$ cat src/sv/tpgt_pkg.sv
package tpgt_pkg;

   localparam int COORD_W = 12;
   localparam int RAW_W = 16;
   localparam int TOTAL_W = 32;
   localparam int KIND_W = 3;
   localparam int CALC_W = 18;

   localparam logic [COORD_W-1:0] DEF_WIDTH = 12'd800;
   localparam logic [COORD_W-1:0] DEF_HEIGHT = 12'd480;
   localparam logic [COORD_W-1:0] DEF_SWIPE = 12'd50;

   localparam logic [KIND_W-1:0] EV_MOVE = 3'd0;
   localparam logic [KIND_W-1:0] EV_DOWN = 3'd1;
   localparam logic [KIND_W-1:0] EV_UP = 3'd2;
   localparam logic [KIND_W-1:0] EV_CLICK = 3'd3;
   localparam logic [KIND_W-1:0] EV_SWIPE = 3'd4;

   localparam logic [1:0] ROT_NONE = 2'd0;
   localparam logic [1:0] ROT_90 = 2'd1;
   localparam logic [1:0] ROT_180 = 2'd2;
   localparam logic [1:0] ROT_270 = 2'd3;

   localparam int CSR_ADDR_W = 5;
   localparam logic [2:0] REG_ENABLE = 3'd0;
   localparam logic [2:0] REG_WIDTH = 3'd1;
   localparam logic [2:0] REG_HEIGHT = 3'd2;
   localparam logic [2:0] REG_ROTATION = 3'd3;
   localparam logic [2:0] REG_FLIP_H = 3'd4;
   localparam logic [2:0] REG_FLIP_V = 3'd5;
   localparam logic [2:0] REG_SWIPE = 3'd6;

   typedef struct packed {
      logic               enable;
      logic [COORD_W-1:0] screen_width;
      logic [COORD_W-1:0] screen_height;
      logic [1:0]         rotation;
      logic               flip_horizontal;
      logic               flip_vertical;
      logic [COORD_W-1:0] swipe_distance;
   } cfg_type;

   typedef struct packed {
      logic [KIND_W-1:0]  event_kind;
      logic [COORD_W-1:0] point_x;
      logic [COORD_W-1:0] point_y;
      logic               is_pressed;
      logic [TOTAL_W-1:0] event_total;
      logic               last_of_run;
   } evt_type;

endpackage

$ cat src/sv/tpgt_xform.sv
module tpgt_xform (
   input  tpgt_pkg::cfg_type                 cfg,
   input  logic [tpgt_pkg::RAW_W-1:0]        raw_x,
   input  logic [tpgt_pkg::RAW_W-1:0]        raw_y,
   output logic [tpgt_pkg::COORD_W-1:0]      point_x,
   output logic [tpgt_pkg::COORD_W-1:0]      point_y
);

   localparam int CW = tpgt_pkg::CALC_W;
   localparam int PW = tpgt_pkg::CALC_W - tpgt_pkg::COORD_W;
   localparam int RPW = tpgt_pkg::CALC_W - tpgt_pkg::RAW_W;

   logic [tpgt_pkg::COORD_W-1:0] w;
   logic [tpgt_pkg::COORD_W-1:0] h;
   logic signed [CW-1:0] ws;
   logic signed [CW-1:0] hs;
   logic signed [CW-1:0] wm;
   logic signed [CW-1:0] hm;
   logic signed [CW-1:0] rx;
   logic signed [CW-1:0] ry;
   logic signed [CW-1:0] rot_x;
   logic signed [CW-1:0] rot_y;
   logic signed [CW-1:0] nx;
   logic signed [CW-1:0] ny;

   always_comb begin
      w = (cfg.screen_width != '0) ? cfg.screen_width : tpgt_pkg::DEF_WIDTH;
      h = (cfg.screen_height != '0) ? cfg.screen_height : tpgt_pkg::DEF_HEIGHT;
      ws = $signed({{PW{1'b0}}, w});
      hs = $signed({{PW{1'b0}}, h});
      wm = ws - CW'(1);
      hm = hs - CW'(1);
      rx = $signed({{RPW{1'b0}}, raw_x});
      ry = $signed({{RPW{1'b0}}, raw_y});
      case (cfg.rotation)
         tpgt_pkg::ROT_90: begin
            rot_x = hm - ry;
            rot_y = rx;
         end
         tpgt_pkg::ROT_180: begin
            rot_x = wm - rx;
            rot_y = hm - ry;
         end
         tpgt_pkg::ROT_270: begin
            rot_x = ry;
            rot_y = wm - rx;
         end
         default: begin
            rot_x = rx;
            rot_y = ry;
         end
      endcase
      nx = cfg.flip_horizontal ? (wm - rot_x) : rot_x;
      ny = cfg.flip_vertical ? (hm - rot_y) : rot_y;
      if (nx < 0) begin
         point_x = '0;
      end else if (nx >= ws) begin
         point_x = wm[tpgt_pkg::COORD_W-1:0];
      end else begin
         point_x = nx[tpgt_pkg::COORD_W-1:0];
      end
      if (ny < 0) begin
         point_y = '0;
      end else if (ny >= hs) begin
         point_y = hm[tpgt_pkg::COORD_W-1:0];
      end else begin
         point_y = ny[tpgt_pkg::COORD_W-1:0];
      end
   end

endmodule

$ cat src/sv/tpgt_tracker.sv
module tpgt_tracker (
   input  logic                          clock,
   input  logic                          reset,
   input  tpgt_pkg::cfg_type             cfg,
   input  logic                          clear_press,
   input  logic                          in_valid,
   input  logic                          touched,
   input  logic [tpgt_pkg::RAW_W-1:0]    raw_x,
   input  logic [tpgt_pkg::RAW_W-1:0]    raw_y,
   input  logic                          read_failed,
   input  logic [1:0]                    free,
   output logic                          take,
   output logic [1:0]                    push_cnt,
   output tpgt_pkg::evt_type             ev0,
   output tpgt_pkg::evt_type             ev1
);

   localparam int XW = tpgt_pkg::COORD_W;

   logic          pressed_ff, pressed_in;
   logic [XW-1:0] down_x_ff, down_x_in;
   logic [XW-1:0] down_y_ff, down_y_in;
   logic [XW-1:0] last_x_ff, last_x_in;
   logic [XW-1:0] last_y_ff, last_y_in;
   logic [tpgt_pkg::TOTAL_W-1:0] counter_ff, counter_in;

   logic [XW-1:0] px;
   logic [XW-1:0] py;
   logic [XW-1:0] thr;
   logic [XW-1:0] dx;
   logic [XW-1:0] dy;
   logic [1:0]    need;
   logic          swipe;

   tpgt_xform u_xform (
      .cfg     (cfg),
      .raw_x   (raw_x),
      .raw_y   (raw_y),
      .point_x (px),
      .point_y (py)
   );

   always_comb begin
      thr = (cfg.swipe_distance != '0) ? cfg.swipe_distance : tpgt_pkg::DEF_SWIPE;
      dx = (last_x_ff > down_x_ff) ? (last_x_ff - down_x_ff) : (down_x_ff - last_x_ff);
      dy = (last_y_ff > down_y_ff) ? (last_y_ff - down_y_ff) : (down_y_ff - last_y_ff);
      swipe = (dx > thr) || (dy > thr);

      if (!cfg.enable || read_failed) begin
         need = 2'd0;
      end else if (touched) begin
         need = 2'd1;
      end else if (pressed_ff) begin
         need = 2'd2;
      end else begin
         need = 2'd0;
      end
      take = in_valid && (need <= free);
      push_cnt = take ? need : 2'd0;

      ev0 = '0;
      ev1 = '0;
      if (touched) begin
         ev0.event_kind = pressed_ff ? tpgt_pkg::EV_MOVE : tpgt_pkg::EV_DOWN;
         ev0.point_x = px;
         ev0.point_y = py;
         ev0.is_pressed = 1'b1;
         ev0.event_total = counter_ff + tpgt_pkg::TOTAL_W'(1);
         ev0.last_of_run = 1'b1;
      end else begin
         ev0.event_kind = tpgt_pkg::EV_UP;
         ev0.point_x = last_x_ff;
         ev0.point_y = last_y_ff;
         ev0.is_pressed = 1'b0;
         ev0.event_total = counter_ff + tpgt_pkg::TOTAL_W'(1);
         ev0.last_of_run = 1'b0;
      end
      ev1.event_kind = swipe ? tpgt_pkg::EV_SWIPE : tpgt_pkg::EV_CLICK;
      ev1.point_x = last_x_ff;
      ev1.point_y = last_y_ff;
      ev1.is_pressed = 1'b0;
      ev1.event_total = counter_ff + tpgt_pkg::TOTAL_W'(2);
      ev1.last_of_run = 1'b1;

      pressed_in = pressed_ff;
      down_x_in = down_x_ff;
      down_y_in = down_y_ff;
      last_x_in = last_x_ff;
      last_y_in = last_y_ff;
      counter_in = counter_ff + tpgt_pkg::TOTAL_W'(push_cnt);
      if (take && need == 2'd1) begin
         pressed_in = 1'b1;
         last_x_in = px;
         last_y_in = py;
         if (!pressed_ff) begin
            down_x_in = px;
            down_y_in = py;
         end
      end else if (take && need == 2'd2) begin
         pressed_in = 1'b0;
      end
      if (clear_press) begin
         pressed_in = 1'b0;
      end
   end

   always_ff @(posedge clock) begin
      if (reset) begin
         pressed_ff <= 1'b0;
         down_x_ff <= '0;
         down_y_ff <= '0;
         last_x_ff <= '0;
         last_y_ff <= '0;
         counter_ff <= '0;
      end else begin
         pressed_ff <= pressed_in;
         down_x_ff <= down_x_in;
         down_y_ff <= down_y_in;
         last_x_ff <= last_x_in;
         last_y_ff <= last_y_in;
         counter_ff <= counter_in;
      end
   end

   a_idle_unpressed: assert property (@(posedge clock) disable iff (reset)
      !cfg.enable |-> !pressed_ff)
      else $error("pressed state held while disabled");

   a_release_pair: assert property (@(posedge clock) disable iff (reset)
      push_cnt == 2'd2 |-> pressed_ff && ev0.event_kind == tpgt_pkg::EV_UP
         && (ev1.event_kind == tpgt_pkg::EV_CLICK || ev1.event_kind == tpgt_pkg::EV_SWIPE))
      else $error("two results pushed outside a release");

   a_release_drops: assert property (@(posedge clock) disable iff (reset)
      push_cnt == 2'd2 |=> !pressed_ff)
      else $error("pressed state kept after release");

   a_count_step: assert property (@(posedge clock) disable iff (reset)
      push_cnt != 2'd0 |=> counter_ff == $past(counter_ff) + tpgt_pkg::TOTAL_W'($past(push_cnt)))
      else $error("event counter out of step");

endmodule

$ cat src/sv/tpgt_rsp_queue.sv
module tpgt_rsp_queue (
   input  logic                 clock,
   input  logic                 reset,
   input  logic [1:0]           push_cnt,
   input  tpgt_pkg::evt_type    ev0,
   input  tpgt_pkg::evt_type    ev1,
   input  logic                 pop,
   output logic                 out_valid,
   output tpgt_pkg::evt_type    head,
   output logic [1:0]           free
);

   tpgt_pkg::evt_type e0_ff, e0_in;
   tpgt_pkg::evt_type e1_ff, e1_in;
   logic [1:0] count_ff, count_in;
   logic [1:0] kept;
   logic       do_pop;

   always_comb begin
      do_pop = pop && (count_ff != 2'd0);
      e0_in = e0_ff;
      e1_in = e1_ff;
      kept = count_ff;
      if (do_pop) begin
         e0_in = e1_ff;
         kept = count_ff - 2'd1;
      end
      if (push_cnt != 2'd0) begin
         if (kept == 2'd0) begin
            e0_in = ev0;
         end else begin
            e1_in = ev0;
         end
      end
      if (push_cnt == 2'd2) begin
         e1_in = ev1;
      end
      count_in = kept + push_cnt;
      out_valid = (count_ff != 2'd0);
      head = e0_ff;
      free = 2'd2 - count_ff + {1'b0, do_pop};
   end

   always_ff @(posedge clock) begin
      if (reset) begin
         count_ff <= '0;
      end else begin
         count_ff <= count_in;
      end
   end

   always_ff @(posedge clock) begin
      e0_ff <= e0_in;
      e1_ff <= e1_in;
   end

   a_no_overflow: assert property (@(posedge clock) disable iff (reset)
      push_cnt <= free)
      else $error("response queue overflow");

   a_depth: assert property (@(posedge clock) disable iff (reset)
      count_ff <= 2'd2)
      else $error("response queue depth exceeded");

   a_pair_order: assert property (@(posedge clock) disable iff (reset)
      push_cnt == 2'd2 && count_ff == 2'd0 |=> count_ff == 2'd2 && !head.last_of_run)
      else $error("release pair stored out of order");

endmodule

$ cat src/sv/touch_point_gesture_tracker_top.sv
// Touch-panel gesture tracker. Each request is one panel poll (touched flag,
// raw point, read-failure flag); the point is rotated, optionally mirrored and
// clamped to the configured screen, and turned into DOWN, MOVE, UP and then
// CLICK or SWIPE events. A poll is taken into an input register, evaluated in
// a single combinational pass against the gesture state, and its events go
// into a two-entry response queue. A poll is taken once the queue has room for
// its events, and a new one is accepted as it is taken. A release yields two
// events; the response port drains one event per cycle while rsp_tready is high.
// Failed reads, polls while disabled and releases without a press produce
// nothing. Writing enable to zero drops the pressed state. Configuration must be
// written only while no request is in flight; the block does not enforce this.
module touch_point_gesture_tracker_top (
   input  logic                              clock,
   input  logic                              reset,
   input  logic                              req_tvalid,
   output logic                              req_tready,
   // raw_x[15:0], raw_y[31:16]
   input  logic [31:0]                       req_tdata,
   // touched[0], read_failed[1]
   input  logic [1:0]                        req_tuser,
   output logic                              rsp_tvalid,
   input  logic                              rsp_tready,
   // point_x[11:0], point_y[23:12], is_pressed[24], event_total[56:25], zero[63:57]
   output logic [63:0]                       rsp_tdata,
   // event_kind[2:0]
   output logic [2:0]                        rsp_tuser,
   output logic                              rsp_tlast,
   input  logic                              csr_psel,
   input  logic                              csr_penable,
   input  logic                              csr_pwrite,
   input  logic [tpgt_pkg::CSR_ADDR_W-1:0]   csr_paddr,
   input  logic [31:0]                       csr_pwdata,
   output logic [31:0]                       csr_prdata,
   output logic                              csr_pready
);

   localparam int XW = tpgt_pkg::COORD_W;

   tpgt_pkg::cfg_type cfg_ff, cfg_in;
   logic       clear_press;
   logic       csr_wr;
   logic [2:0] csr_idx;

   logic       in_valid_ff, in_valid_in;
   logic       touched_ff;
   logic       failed_ff;
   logic [tpgt_pkg::RAW_W-1:0] raw_x_ff;
   logic [tpgt_pkg::RAW_W-1:0] raw_y_ff;

   logic       take;
   logic [1:0] push_cnt;
   logic [1:0] free;
   tpgt_pkg::evt_type ev0;
   tpgt_pkg::evt_type ev1;
   tpgt_pkg::evt_type head;

   always_comb begin
      csr_pready = 1'b1;
      csr_idx = csr_paddr[4:2];
      csr_wr = csr_psel && csr_penable && csr_pwrite && csr_pready;
      cfg_in = cfg_ff;
      clear_press = 1'b0;
      if (csr_wr) begin
         case (csr_idx)
            tpgt_pkg::REG_ENABLE: begin
               cfg_in.enable = csr_pwdata[0];
               clear_press = !csr_pwdata[0];
            end
            tpgt_pkg::REG_WIDTH: cfg_in.screen_width = csr_pwdata[XW-1:0];
            tpgt_pkg::REG_HEIGHT: cfg_in.screen_height = csr_pwdata[XW-1:0];
            tpgt_pkg::REG_ROTATION: cfg_in.rotation = csr_pwdata[1:0];
            tpgt_pkg::REG_FLIP_H: cfg_in.flip_horizontal = csr_pwdata[0];
            tpgt_pkg::REG_FLIP_V: cfg_in.flip_vertical = csr_pwdata[0];
            tpgt_pkg::REG_SWIPE: cfg_in.swipe_distance = csr_pwdata[XW-1:0];
            default: cfg_in = cfg_ff;
         endcase
      end
      case (csr_idx)
         tpgt_pkg::REG_ENABLE: csr_prdata = {31'd0, cfg_ff.enable};
         tpgt_pkg::REG_WIDTH: csr_prdata = {20'd0, cfg_ff.screen_width};
         tpgt_pkg::REG_HEIGHT: csr_prdata = {20'd0, cfg_ff.screen_height};
         tpgt_pkg::REG_ROTATION: csr_prdata = {30'd0, cfg_ff.rotation};
         tpgt_pkg::REG_FLIP_H: csr_prdata = {31'd0, cfg_ff.flip_horizontal};
         tpgt_pkg::REG_FLIP_V: csr_prdata = {31'd0, cfg_ff.flip_vertical};
         tpgt_pkg::REG_SWIPE: csr_prdata = {20'd0, cfg_ff.swipe_distance};
         default: csr_prdata = '0;
      endcase
   end

   always_ff @(posedge clock) begin
      if (reset) begin
         cfg_ff.enable <= 1'b0;
         cfg_ff.screen_width <= tpgt_pkg::DEF_WIDTH;
         cfg_ff.screen_height <= tpgt_pkg::DEF_HEIGHT;
         cfg_ff.rotation <= tpgt_pkg::ROT_NONE;
         cfg_ff.flip_horizontal <= 1'b0;
         cfg_ff.flip_vertical <= 1'b0;
         cfg_ff.swipe_distance <= tpgt_pkg::DEF_SWIPE;
      end else begin
         cfg_ff <= cfg_in;
      end
   end

   always_comb begin
      req_tready = !in_valid_ff || take;
      in_valid_in = (req_tvalid && req_tready) ? 1'b1 : (in_valid_ff && !take);
   end

   always_ff @(posedge clock) begin
      if (reset) begin
         in_valid_ff <= 1'b0;
      end else begin
         in_valid_ff <= in_valid_in;
      end
   end

   always_ff @(posedge clock) begin
      if (req_tvalid && req_tready) begin
         raw_x_ff <= req_tdata[15:0];
         raw_y_ff <= req_tdata[31:16];
         touched_ff <= req_tuser[0];
         failed_ff <= req_tuser[1];
      end
   end

   tpgt_tracker u_tracker (
      .clock       (clock),
      .reset       (reset),
      .cfg         (cfg_ff),
      .clear_press (clear_press),
      .in_valid    (in_valid_ff),
      .touched     (touched_ff),
      .raw_x       (raw_x_ff),
      .raw_y       (raw_y_ff),
      .read_failed (failed_ff),
      .free        (free),
      .take        (take),
      .push_cnt    (push_cnt),
      .ev0         (ev0),
      .ev1         (ev1)
   );

   tpgt_rsp_queue u_rsp_queue (
      .clock     (clock),
      .reset     (reset),
      .push_cnt  (push_cnt),
      .ev0       (ev0),
      .ev1       (ev1),
      .pop       (rsp_tready),
      .out_valid (rsp_tvalid),
      .head      (head),
      .free      (free)
   );

   assign rsp_tdata = {7'd0, head.event_total, head.is_pressed, head.point_y, head.point_x};
   assign rsp_tuser = head.event_kind;
   assign rsp_tlast = head.last_of_run;

endmodule
$ cat config.mk
export PLATFORM = sky130hd
export DESIGN_NAME = touch_point_gesture_tracker_top
export DESIGN_NICKNAME = d
export VERILOG_FILES = /design/src/sv/tpgt_pkg.sv /design/src/sv/tpgt_xform.sv /design/src/sv/tpgt_tracker.sv /design/src/sv/tpgt_rsp_queue.sv /design/src/sv/touch_point_gesture_tracker_top.sv
export SDC_FILE = /design/constraint.sdc
export NUM_CORES = 1
export LEC_CHECK = 0
export ABC_AREA = 0
export BUFFER_PORTS_ARGS = -buffer_cell sky130_fd_sc_hd__buf_2
export CAP_MARGIN = 20
export CORE_MARGIN = 2
export CORE_UTILIZATION = 61
export DETAILED_ROUTE_END_ITERATION = 7
export HOLD_SLACK_MARGIN = 0.05
export PLACE_DENSITY_LB_ADDON = 0.25
export SLEW_MARGIN = 40
export SYNTH_ARGS = -nofsm -noshare
export SYNTH_HDL_FRONTEND = slang
export SYNTH_SLANG_ARGS = --single-unit
export TNS_END_PERCENT = 1
$ cat constraint.sdc
create_clock -name clock -period 9.2 [get_ports clock]
set_clock_uncertainty 0.05 [all_clocks]
set_input_delay 1.38 -clock clock [delete_from_list [all_inputs] [get_ports clock]]
set_output_delay 1.38 -clock clock [all_outputs]
set_load 0.01 [all_outputs]
# After elaboration in Yosys (flattened, before gate mapping)

Index checks and enable logic that the tools add are counted.

Register bits after elaboration: 281
Input bits: 78

Add/sub/neg operators: 17
$lt $le $gt $ge: 9
Eq/ne operators: 13
Multiplexer cells: 33
Bitwise operators: 2
Reduce and logical (&&, ||, !) cells: 35

Operators with widths:

| cell                                                                          | count |
|---|---|
| 61-bit two-way mux                                                            | 7 |
| 12-bit two-way mux                                                            | 9 |
| 18-bit one-hot mux with 3 select lines                                        | 2 |
| 12-bit one-hot mux with 7 select lines                                        | 1 |
| 12-bit > comparator                                                           | 4 |
| 12-bit subtractor                                                             | 4 |
| 18-bit by 13-bit greater-or-equal comparator with 1-bit output                | 2 |
| 18-bit by 1-bit less-than comparator with 1-bit output, second input constant | 2 |
| 18-bit two-way mux                                                            | 2 |
| 12-bit nonzero test                                                           | 3 |
| 13-bit by 17-bit subtractor with 18-bit output                                | 2 |
| 13-bit by 18-bit subtractor with 18-bit output                                | 2 |
| 32-bit by 1-bit adder with 32-bit output, second input constant               | 1 |
| 32-bit by 2-bit adder with 32-bit output                                      | 1 |
| 32-bit by 2-bit adder with 32-bit output, second input constant               | 1 |
| 12-bit by 1-bit subtractor with 13-bit output, second input constant          | 2 |
| 2-bit AND reduction                                                           | 10 |
| 2-bit two-way mux                                                             | 5 |
| 3-bit equality test, second input constant                                    | 3 |
| 2-bit equality test, second input constant                                    | 4 |
| 1-bit logical AND                                                             | 8 |
| 2-bit nonzero test                                                            | 4 |
| 3-bit by 2-bit equality test with 1-bit output, second input constant         | 2 |
| 1-bit two-way mux                                                             | 6 |
| other kinds (15)                                                              | 22 |

# Longest topological paths before layout

Gate-level depths: netlist (run 1).

Depth after elaboration: 14
Depth in mapped cells: 36

# By module

A second synthesis (run 1) with hierarchy kept.

Cells, all modules: 2468
Area, all modules: 22166.3 µm²

By module, submodules not included:

| module                          | instances | cells each | area an instance (µm²) | sequential area each (µm²) |
|---|---|---|---|---|
| tpgt_tracker                    | 1         | 965        | 7161.9                 | 1621.6 |
| tpgt_xform                      | 1         | 873        | 6044.5                 | 0.0 |
| tpgt_rsp_queue                  | 1         | 350        | 5684.2                 | 3093.0 |
| touch_point_gesture_tracker_top | 1         | 280        | 3275.6                 | 1861.8 |

# Worst setup path after synthesis (run 1)

OpenSTA, ideal clock, no wires.

Kind: register to register
From: register cfg_ff[18] (netlist name)
To: register u_rsp_queue.e1_ff[47] (netlist name) (data pin)
Arrival time: 6.232 ns
Required time: 8.893 ns
Path slack: 2.661 ns
Cell stages (with the launch flop): 34
Path buffers: 1
Period minus slack after synthesis: 6.539 ns
Path through: dfxtp_1 -> clkbuf_1 -> nor4_1 -> nand2_1 -> or2_2 -> nor3_2 -> a21oi_1 -> nor4_1 -> xnor2_1 -> ha_1 -> o211a_1 -> a21oi_2 -> a21oi_1 -> xor2_1 -> nand2_1 -> o211ai_1 -> o21ai_0 -> ha_1 -> and4_1 -> o21ai_0 -> a21oi_1 -> or3_1 -> nand3_1 -> o21ai_0 -> ha_1 -> nor2b_1 -> o21ai_0 -> nand2b_1 -> a21oi_1 -> o21ai_0 -> a211o_1 -> a21oi_2 -> mux2_2 -> a32o_1

RTL lines:

| item                   | line                                   | RTL |
|---|---|---|
| start, declared        | touch_point_gesture_tracker_top.sv:39  | `tpgt_pkg::cfg_type cfg_ff, cfg_in;` |
| start signal, assigned | touch_point_gesture_tracker_top.sv:100 | `cfg_ff <= cfg_in;` |
| end signal, assigned   | tpgt_rsp_queue.sv:54                   | `e1_ff <= e1_in;` |
| end, declared          | tpgt_rsp_queue.sv:14                   | `tpgt_pkg::evt_type e1_ff, e1_in;` |

==> summary.md, run 1 <==
| Metric | Value |
|---|---|
| Pre-antenna DRT Iters | `6` |
| Top cells by count, synth | `nand2_1, dfxtp_1, nor2_1` |
| Post-Synth Simple-Gate Area | `0.193` |
| EDFF count, synth | `93` |
| DR iter-0 viols | `roughly 1900` |
| ANT nets after route | `0` |
| Compound-Gate Fraction of Synth Area | `0.211` |
| Die width | `around 190 um` |
| FF-to-FF Start | `cfg_ff[30]` |
| Synthesis-stage register bit count | `between 200 and 300` |
| Hold Crit Class | `register to register` |
| Fill cells | `~2800` |
| Root Driver | `clkbuf_16` |
| Global router's overall resource usage | `0.331` |
| Critical path's top delay family | `compound AO/OA/AOI/OAI gates` |
| Worst EP arrival | `between 8 and 9 ns` |
| Routed WL per cell | `approximately 20 um` |
| Status | `finished clean` |
| Die H | `189 um` |
| Detailed-placement wirelength estimate | `~45000 um` |
| Post-synthesis adder-cell area fraction | `0.112` |
| Synth area leader | `dfxtp_1` |
| VDD IR max | `around 200 uV` |
| Input/output buffers | `130` |
| Clock slew at reported path FFs | `0.06 ns` |
| Pin count of the biggest net entering global routing | `82` |
| Post-synthesis mux area share | `0.0450` |
| Worst-margin pin slew | `0.937 ns` |
| Layout area overhead | `8.63%` |
| Ant. Diodes | `0` |
| Top cell type's share of synthesized area | `0.181` |
| Largest family of logic cells by synthesized area | `compound AO/OA/AOI/OAI gates` |
| Final hold violations | `0` |
| CP startpoint | `cfg_ff[30]` |
| Pwr Density | `157 nW/um^2` |
| Dominant synthesized flop cell | `dfxtp_1` |
| DR DRC count | `0` |
| Total global routing overflow | `0` |
| CP Launch Type | `register` |
| Crit path top cell by count | `nor2_1` |
| Period utilisation layout | `0.929` |
| Total number of vias | `19300` |
| Slowest CP cell | `mux2i_1` |
| Relative slew margins | `0.371` |
| Async SR Flop Fraction | `0` |
| Worst setup path class | `register to register` |
| Max Clk Rate | `~120 MHz` |
| WL final | `slightly above 60000 um` |
| Max-cap violation count | `0` |
| RSZ-0062 raised after global routing | `false` |
| Clock Latency Late Sink | `0.60 ns` |
| Die area | `35600 sq um` |
| Post-Syn Instances | `approximately 2600` |
| Hold buffers post-CTS | `0` |
| Final setup vio count | `0` |
| Dpl cell area | `21600 sq um` |
| Routability cong. | `~1` |
| Most common cell in the netlist | `nand2_1` |
| Pins Over Slew Limit | `0` |
| Setup crit end | `u_rsp_queue.e1_ff[57]` |
| Fin crit period | `approximately 8.5 ns` |
| I/O pin cnt | `181` |
| Starting Density | `0.620` |
| Worst path depth | `30` |
| Pleak | `9.22 nW` |
| Register area share after synthesis | `0.315` |
| Hold Path Depth | `2` |
| CP peak stage delay | `around 0.70 ns` |
| Cts repair resizes | `0` |
| Worst path required time | `9.47 ns` |
| Crit path max fanout | `12` |
| Setup tns final | `0 ns` |
| Synth Area per Inst | `roughly 8.1 sq um` |
| Reg2reg setup slack | `around 0.65 ns` |
| CP bufs+invs | `0` |
| Tot Pwr | `between 3 and 4 mW` |
| R2R depth | `30` |
| Via/cell ratio | `6.24` |
| Num CTS Buffers | `31` |
| Number of global-route vias before repair | `about 18000` |
| Xor/xnor share of the synthesized area | `0.0572` |
| Layout cells sized above 1 | `0.0988` |
| Reg2reg end | `u_rsp_queue.e1_ff[57]` |
| Antenna violations before repair | `0` |
| Endpoint type of the worst setup path | `register` |
| Core area | `33600 sq um` |
| Final Cell Area | `22600 sq um` |
| Mapped Area | `about 21000 sq um` |
| Ranking of synthesized cells by area | `dfxtp_1, edfxtp_1, ha_1` |
| First-pass GRT wire length | `approximately 95000 um` |
| Synth warn | `0` |
| Setup Buffers After CTS | `0` |
| Distinct cells, synth | `94` |
| Sink Count | `about 280` |
| Site Rows | `67` |
| CTS Buffer Depth | `3` |
| Layout Nets | `2877` |
| H-tree depth | `1` |
| CTS tree | `built` |
[report_power, final]
part	leakage [nW]	internal, mW	total [mW]	switching (mW)
combinational	6.20	0.344	0.815	0.471
sequential	2.53	1.43	1.54	0.112
clock	0.486	0.679	1.21	0.528
[through the flow]
stage / setup WS [ns] / hold WS (ns) / util / instances
after global routing: 0.102 / 0.443 / 0.673 / 3091
final: 0.651 / 0.421 / 0.673 / 3091
after floorplan: 2.66 / 0.365 / - / 2612
after detailed placement: 1.03 / 0.400 / 0.644 / 3033
after CTS: 0.984 / 0.424 / 0.673 / 3091
after global placement: 1.11 / 0.379 / 0.642 / 3032
[worst reg2reg max path, delay by kind of cell (launching register included)]
| kind | cells | cell delay, ns |
|---|---|---|
| AOI/OAI and AO/OA | 13 | 3.05 |
| muxes | 2 | 1.22 |
| DFF | 1 | 0.37 |
| and+or+nand+nor | 12 | 2.54 |
| adders and majority gates | 3 | 1.03 |
[logic make-up after synthesis]
logic type	after synthesis
XOR/XNOR	136
adder cells (fa/ha/maj)	182
AO/OA/AOI/OAI	684
buffers and inverters	332
other	2
AND/OR/NAND/NOR	862
multiplexers	87
flip-flops	281
[cells in the final DEF (no fill, tap or decap), types with 23 or more instances in the layout]
cell type / n
nand2_1: 364
dfxtp_1: 187
nor2_1: 186
a21oi_1: 175
ha_1: 172
o21ai_0: 153
inv_1: 151
buf_2: 130
edfxtp_1: 93
xnor2_1: 80
mux2i_1: 67
xor2_1: 55
a21o_1: 48
conb_1: 48
nand3_1: 44
a31oi_1: 42
nor3_1: 37
and3_1: 34
o22ai_1: 31
clkbuf_16: 31
nor2b_1: 29
a22o_1: 29
nand4_1: 28
or3_1: 26
o21a_1: 24
nand2b_1: 23
a211oi_1: 23
[metal layers]
layer,vias to the layer above,global-route usage,share of wire
met3,165,0.0413,0.077
met5,-,0,0
met1,9067,0.440,0.42
met4,0,0.131,0.042
li1,9184,-,-
met2,878,0.551,0.46
[layout make-up]
type                    instances  area [sq um]  share of cell area
clock buffers                  49           907              0.0401
clock inverters                 9          67.6             0.00299
inverters                     155           584              0.0258
multi-input cells            1999         13100               0.581
flip-flops and latches        281          6560               0.290
well taps                     448           561              0.0248
repair buffers                150           812              0.0359
[worst min path at each step]
stage | startpoint | to | slack [ns]
floorplan | u_rsp_queue.e1_ff[0] | u_rsp_queue.e1_ff[0] | 0.37
finish | u_rsp_queue.head[21] | u_rsp_queue.head[21] | 0.42
global route | u_rsp_queue.head[58] | u_rsp_queue.head[58] | 0.44
global placement | u_rsp_queue.e1_ff[0] | u_rsp_queue.e1_ff[0] | 0.38
CTS | u_tracker.last_y_ff[0] | u_tracker.last_y_ff[0] | 0.42
detailed placement | u_rsp_queue.e1_ff[0] | u_rsp_queue.e1_ff[0] | 0.40
[flip-flops by register name, summed over array words and instances (netlist names)]
register              cells
cfg_ff                   41
raw_x_ff                 16
in_valid_ff               1
u_tracker.counter_ff     32
u_rsp_queue.count_ff      2
failed_ff                 1
u_tracker.pressed_ff      1
u_tracker.down_x_ff      12
u_rsp_queue.head         61
raw_y_ff                 16
u_rsp_queue.e1_ff        61
u_tracker.last_x_ff      12
u_tracker.down_y_ff      12
u_tracker.last_y_ff      12
touched_ff                1
Note: power is estimated with default switching activity, not from simulation.
==> run 2, diff against run 1 <==
--- a/config.mk
+++ b/config.mk
@@ -5,11 +5,10 @@
 export SDC_FILE = /design/constraint.sdc
 export NUM_CORES = 1
 export LEC_CHECK = 0
-export ABC_AREA = 0
 export BUFFER_PORTS_ARGS = -buffer_cell sky130_fd_sc_hd__buf_2
 export CAP_MARGIN = 20
 export CORE_MARGIN = 2
-export CORE_UTILIZATION = 61
+export CORE_UTILIZATION = 45
 export DETAILED_ROUTE_END_ITERATION = 7
 export HOLD_SLACK_MARGIN = 0.05
 export PLACE_DENSITY_LB_ADDON = 0.25
==> summary.md, run 2 (synthesis gave the netlist of run 1 again) <==
| Metric | Value |
|---|---|
| Worst path required time | `9.39 ns (-0.08 ns)` |
| Hold Crit Class | `register to register` |
| Worst-margin pin slew | `0.871 ns (-0.0657 ns)` |
| Reg2reg setup slack | `0.74 ns (+0.09 ns)` |
| Tot Pwr | `3.75 mW (+5.3%)` |
| Global router's overall resource usage | `0.250 (-0.0818)` |
| Reg2reg end | `u_rsp_queue.e1_ff[52]` |
| Hold Path Depth | `1 (-1)` |
| DR iter-0 viols | `1501 (-20%)` |
| Die width | `219 um (+16%)` |
| R2R depth | `30 (unchanged)` |
| Worst EP arrival | `8.65 ns (-0.17 ns)` |
| Routed WL per cell | `18.7 um (-4.1%)` |
| Site Rows | `78 (+16%)` |
| Pre-antenna DRT Iters | `6 (unchanged)` |
| Layout Nets | `2886 (+0.31%)` |
| Detailed-placement wirelength estimate | `46000 um (+2.1%)` |
| CP peak stage delay | `0.80 ns (+0.10 ns)` |
| Fin cells | `3253 (+5.2%)` |
| ANT nets after route | `0 (unchanged)` |
| Ant. Diodes | `0 (unchanged)` |
| Die area | `48000 sq um (+35%)` |
| Crit path max fanout | `9 (-3)` |
| Pleak | `9.33 nW (+1.2%)` |
| Fin crit period | `8.46 ns (-0.0926 ns)` |
| RSZ-0062 raised after global routing | `false` |
| Setup tns final | `0 ns (unchanged)` |
| Pins Over Slew Limit | `0 (unchanged)` |
| Final setup vio count | `0 (unchanged)` |
| Layout area overhead | `10.7%` |
| Clock Latency Late Sink | `0.54 ns (-0.06 ns)` |
| Clock slew at reported path FFs | `0.06 ns (about the same)` |
| Num CTS Buffers | `35 (+13%)` |
| Total number of vias | `18800 (-2.4%)` |
| Pwr Density | `163 nW/um^2 (+3.4%)` |
| Period utilisation layout | `0.919 (-0.0101)` |
| Final Util | `0.506 (-0.167)` |
| Layout cells sized above 1 | `0.103 (+0.00453)` |
| Setup Buffers After CTS | `0 (unchanged)` |
| Input/output buffers | `130 (unchanged)` |
| Relative slew margins | `0.402 (+0.0317)` |
| Hold buffers post-CTS | `0 (unchanged)` |
| Total global routing overflow | `0 (unchanged)` |
| Placed Instances | `3190 (+5.2%)` |
| Commonest non-fill, non-tap cell in the layout | `nand2_1` |
| FF-to-FF Start | `cfg_ff[30]` |
| Max Clk Rate | `118 MHz (+1.1%)` |
| Sink Count | `281 (unchanged)` |
| DR DRC count | `0 (unchanged)` |
| Cts repair resizes | `0 (unchanged)` |
| VDD IR max | `171 uV (-12%)` |
| Hold EP | `u_rsp_queue.e1_ff[0]` |
| Endpoint type of the worst setup path | `register` |
| Die H | `219 um (+16%)` |
| Core area | `45600 sq um (+36%)` |
| CTS Buffer Depth | `3 (unchanged)` |
| CP Launch Type | `register` |
| Crit path top cell by count | `nor2_1` |
| Most frequent cells in the layout | `nand2_1, nor2_1, dfxtp_1` |
| WL final | `61000 um (+0.92%)` |
| Starting Density | `0.457 (-0.163)` |
| H-tree depth | `2 (+1)` |
| Antenna violations before repair | `0 (unchanged)` |
| First-pass GRT wire length | `95500 um (+0.35%)` |
| Max-cap violation count | `0 (unchanged)` |
| Status | `finished clean` |
| Root Driver | `clkbuf_16` |
| Routability cong. | `0.938 (-3.6%)` |
| CTS tree | `built` |
| Number of global-route vias before repair | `17500 (-2.9%)` |
| Pin count of the biggest net entering global routing | `66 (-20%)` |
| Via/cell ratio | `5.79 (-7.2%)` |
| Slowest CP cell | `mux2i_1` |
| Fill cells | `4296 (+53%)` |
| Hold path start | `u_rsp_queue.e1_ff[0]` |
| I/O pin cnt | `181 (unchanged)` |
| Final hold violations | `0 (unchanged)` |
| Worst setup path class | `register to register` |
run 2: area by class of cell:
| class | instances | area, sq um | area share |
|---|---|---|---|
| Multi-Input combinational cell | 1999 | 13100 | 0.570 |
| Tap cell | 600 | 751 | 0.0326 |
| Timing Repair Buffer | 155 | 846 | 0.0367 |
| Clock buffer | 50 | 1030 | 0.0449 |
| Inverter | 155 | 582 | 0.0252 |
| Clock inverter | 13 | 145 | 0.00630 |
| Sequential cell | 281 | 6560 | 0.285 |
run 2: worst max-delay path, delay by kind of cell, from the launching register on:
kind	cells	cell delay, ns
compound gates	13	2.78
simple gates	12	2.48
mux	2	1.39
fa+ha+maj	3	1.06
flops	1	0.38
run 2: metal layers:
layer  vias up  track usage  wire length [um]
li1       9211            -                 -
met5         -            0                 0
met3        87       0.0294              3300
met4         0       0.0723              1500
met2       572        0.407             28000
met1      8970        0.347             28100
run 2: stage by stage:
stage	worst slack, ns	hold slack [ns]	instance area [sq um]
after floorplan	2.66	0.365	21000
after global placement	1.09	0.381	21800
after detailed placement	0.925	0.383	21900
after CTS	0.903	0.398	23000
after global routing	0.123	0.415	23100
final	0.744	0.399	23100
run 2: where the power goes:
part	leakage (nW)	internal, mW	switching, mW	total, mW
clock	0.577	0.845	0.555	1.40
sequential	2.53	1.43	0.111	1.54
combinational	6.22	0.345	0.466	0.811
total	9.33	2.62	1.13	3.75
run 2: worst max path at each step:
| stage | start | end | slack [ns] | cells after the start |
|---|---|---|---|---|
| 2_1_floorplan | cfg_ff[18] | u_rsp_queue.e1_ff[47] | 2.66 | 33 |
| 3_3_place_gp | cfg_ff[28] | u_rsp_queue.e1_ff[51] | 1.09 | 31 |
| 3_5_place_dp | cfg_ff[28] | u_rsp_queue.e1_ff[51] | 0.93 | 31 |
| 4_1_cts | cfg_ff[28] | u_rsp_queue.e1_ff[51] | 0.90 | 31 |
| 5_1_grt | cfg_ff[30] | u_rsp_queue.e1_ff[51] | 0.12 | 30 |
| 6_report | cfg_ff[30] | u_rsp_queue.e1_ff[52] | 0.74 | 30 |
==> run 3, diff against run 2 <==
--- a/config.mk
+++ b/config.mk
@@ -5,8 +5,11 @@
 export SDC_FILE = /design/constraint.sdc
 export NUM_CORES = 1
 export LEC_CHECK = 0
+export ABC_AREA = 1
 export BUFFER_PORTS_ARGS = -buffer_cell sky130_fd_sc_hd__buf_2
 export CAP_MARGIN = 20
+export CELL_PAD_IN_SITES_DETAIL_PLACEMENT = 1
+export CELL_PAD_IN_SITES_GLOBAL_PLACEMENT = 1
 export CORE_MARGIN = 2
 export CORE_UTILIZATION = 45
 export DETAILED_ROUTE_END_ITERATION = 7
==> summary.md, run 3 <==
| Metric | Value |
|---|---|
| Status | `finished clean` |
| Antenna violations before repair | `1 (+1)` |
| Worst setup path class | `register to register` |
| Pleak | `11.3 nW (+21%)` |
| Pwr Density | `160 nW/um^2 (-1.9%)` |
| Register area share after synthesis | `0.299 (-0.0160)` |
| Synth Area per Inst | `6.94 sq um (-15%)` |
| Compound-Gate Fraction of Synth Area | `0.163 (-0.0484)` |
| Tot Pwr | `3.86 mW (+2.8%)` |
| Most common cell in the netlist | `nand2_1` |
| Most frequent cells in the layout | `nand2_1, inv_1, o21ai_0` |
| Input/output buffers | `130 (unchanged)` |
| CP Launch Type | `register` |
| Relative slew margins | `0.368 (-0.0340)` |
| Largest family of logic cells by synthesized area | `simple AND/OR/NAND/NOR gates` |
| DR DRC count | `0 (unchanged)` |
| I/O pin cnt | `181 (unchanged)` |
| Post-synthesis adder-cell area fraction | `0.106 (-0.00617)` |
| DR iter-0 viols | `1483 (-1.2%)` |
| Die H | `225 um (+2.6%)` |
| Global router's overall resource usage | `0.322 (+0.0721)` |
| Async SR Flop Fraction | `0 (unchanged)` |
| Ranking of synthesized cells by area | `dfxtp_1, edfxtp_1, nand2_1` |
| Fill cells | `6297 (+47%)` |
| Crit path top cell by count | `nand2_1` |
| Core area | `47900 sq um (+5.2%)` |
| Slowest CP cell | `a21oi_2` |
| Period utilisation layout | `0.881 (-0.0385)` |
| Fin crit period | `8.10 ns (-0.354 ns)` |
| Commonest non-fill, non-tap cell in the layout | `nand2_1` |
| Die width | `225 um (+2.6%)` |
| Num CTS Buffers | `36 (+2.9%)` |
| CP peak stage delay | `0.42 ns (-0.38 ns)` |
| Pre-antenna DRT Iters | `5 (-1)` |
| Setup tns final | `0 ns (unchanged)` |
| Via/cell ratio | `5.66 (-2.2%)` |
| Final setup vio count | `0 (unchanged)` |
| CTS Buffer Depth | `3 (unchanged)` |
| VDD IR max | `128 uV (-25%)` |
| Distinct cells, synth | `66 (-30%)` |
| Hold buffers post-CTS | `0 (unchanged)` |
| Setup Buffers After CTS | `0 (unchanged)` |
| Die area | `50600 sq um (+5.3%)` |
| Synth warn | `0 (unchanged)` |
| EDFF count, synth | `93 (unchanged)` |
| Routability cong. | `0.961 (+2.4%)` |
| Max Clk Rate | `123 MHz (+4.4%)` |
| Worst-margin pin slew | `0.937 ns (+0.0660 ns)` |
| Synthesis-stage register bit count | `281 (unchanged)` |
| Worst path required time | `9.58 ns (+0.19 ns)` |
| Layout Nets | `3511 (+22%)` |
| Cts repair resizes | `0 (unchanged)` |
| Detailed-placement wirelength estimate | `64600 um (+41%)` |
| Endpoint type of the worst setup path | `register` |
| Hold Crit Class | `register to register` |
| Total global routing overflow | `0 (unchanged)` |
| Max-cap violation count | `0 (unchanged)` |
| Routed WL per cell | `21.1 um (+13%)` |
| First-pass GRT wire length | `127000 um (+33%)` |
| Clock Latency Late Sink | `0.56 ns (+0.02 ns)` |
| Fin cells | `3894 (+20%)` |
| Worst EP arrival | `8.48 ns (-0.17 ns)` |
| Number of global-route vias before repair | `22500 (+29%)` |
| Final Cell Area | `24200 sq um (+4.8%)` |
| CTS tree | `built` |
| Synth area leader | `dfxtp_1` |
| Top cell type's share of synthesized area | `0.171 (-0.00919)` |
| Dominant synthesized flop cell | `dfxtp_1` |
| Placed Instances | `3829 (+20%)` |
| Reg2reg setup slack | `1.10 ns (+0.35 ns)` |
| ANT nets after route | `0 (unchanged)` |
| Top cells by count, synth | `nand2_1, inv_1, o21ai_0` |
| Layout cells sized above 1 | `0.0976 (-0.00569)` |
| Starting Density | `0.458 (+0.000686)` |
| Layout area overhead | `10.1%` |
| Post-synthesis mux area share | `0.0132 (-0.0318)` |
| Pin count of the biggest net entering global routing | `91 (+38%)` |
| Final hold violations | `0 (unchanged)` |
| Mapped Area | `21900 sq um (+5.4%)` |
| RSZ-0062 raised after global routing | `false` |
| Post-Syn Instances | `3162 (+23%)` |
| H-tree depth | `2 (unchanged)` |
| Site Rows | `80 (+2.6%)` |
| Root Driver | `clkbuf_16` |
| Final hold slack | `0.404 ns (+0.00438 ns)` |
| WL final | `82100 um (+35%)` |
| Post-Synth Simple-Gate Area | `0.267 (+0.0741)` |
| Sink Count | `281 (unchanged)` |
| Xor/xnor share of the synthesized area | `0.0407 (-0.0165)` |
| Total number of vias | `22100 (+17%)` |
| Crit path max fanout | `13 (+4)` |
| Dpl cell area | `23000 sq um (+5.2%)` |
| Clock slew at reported path FFs | `0.06 ns (about the same)` |
| Ant. Diodes | `0 (unchanged)` |
| Pins Over Slew Limit | `0 (unchanged)` |
run 3: cell count changes after synthesis, sizes merged, moves of 43 or more:
| cell | change |
|---|---|
| a21o | -43 |
| a21oi | +66 |
| clkbuf | -45 |
| inv | +304 |
| mux2i | -47 |
| nand2 | +401 |
| nand3 | +222 |
| o21ai | +103 |
| xnor2 | -63 |
run 3: logic make-up after synthesis:
| kind of cell | after synthesis |
|---|---|
| xor gates and xnor gates | 102 |
| buffers and inverters | 601 |
| muxes | 28 |
| other | 2 |
| AOI/OAI and AO/OA | 643 |
| DFF | 281 |
| and+or+nand+nor | 1324 |
| adders and majority gates | 181 |
run 3: final cells by class:
class / instances / area (sq um) / share of cell area
multi-input combinational: 2326 / 13200 / 0.545
sequential: 281 / 6560 / 0.271
inverter: 458 / 1720 / 0.0712
clock buffer: 54 / 1070 / 0.0444
timing repair buffer: 149 / 805 / 0.0333
tap: 615 / 769 / 0.0319
clock inverter: 11 / 78.8 / 0.00326
run 3: metal layers:
layer | wire length [um] | GRT usage
met5 | 0 | 0
met4 | 3110 | 0.121
met3 | 3990 | 0.0376
met2 | 39300 | 0.557
met1 | 35800 | 0.410
run 3: worst paths after layout:
kind,cells after the start,endpoint,from
setup / recovery,45,u_rsp_queue.e1_ff[43],cfg_ff[29]
hold / removal,2,u_rsp_queue.e1_ff[0],u_rsp_queue.e1_ff[0]
setup reg to reg,45,u_rsp_queue.e1_ff[43],cfg_ff[29]
hold reg to reg,2,u_rsp_queue.e1_ff[0],u_rsp_queue.e1_ff[0]
run 3: stage by stage:
stage,setup WS [ns],utilization
after global routing,0.435,0.504
after floorplan,3.29,-
after CTS,1.21,0.504
after global placement,1.41,0.479
after detailed placement,1.25,0.480
final,1.10,0.504
run 3: critical path: cells and delay by family, from the launching register on:
kind | cells | cell delay, ns
flip-flops | 1 | 0.34
buffers and inverters | 5 | 0.67
AND/OR/NAND/NOR | 27 | 3.32
XOR/XNOR | 3 | 0.71
AO/OA/AOI/OAI | 6 | 1.51
adder cells (fa/ha/maj) | 4 | 1.32
run 3: power breakdown:
group	leakage (nW)	total, mW	switching, mW	internal, mW
sequential	2.40	1.52	0.102	1.42
clock	0.566	1.40	0.587	0.811
combinational	8.34	0.940	0.592	0.347
total	11.3	3.86	1.28	2.58
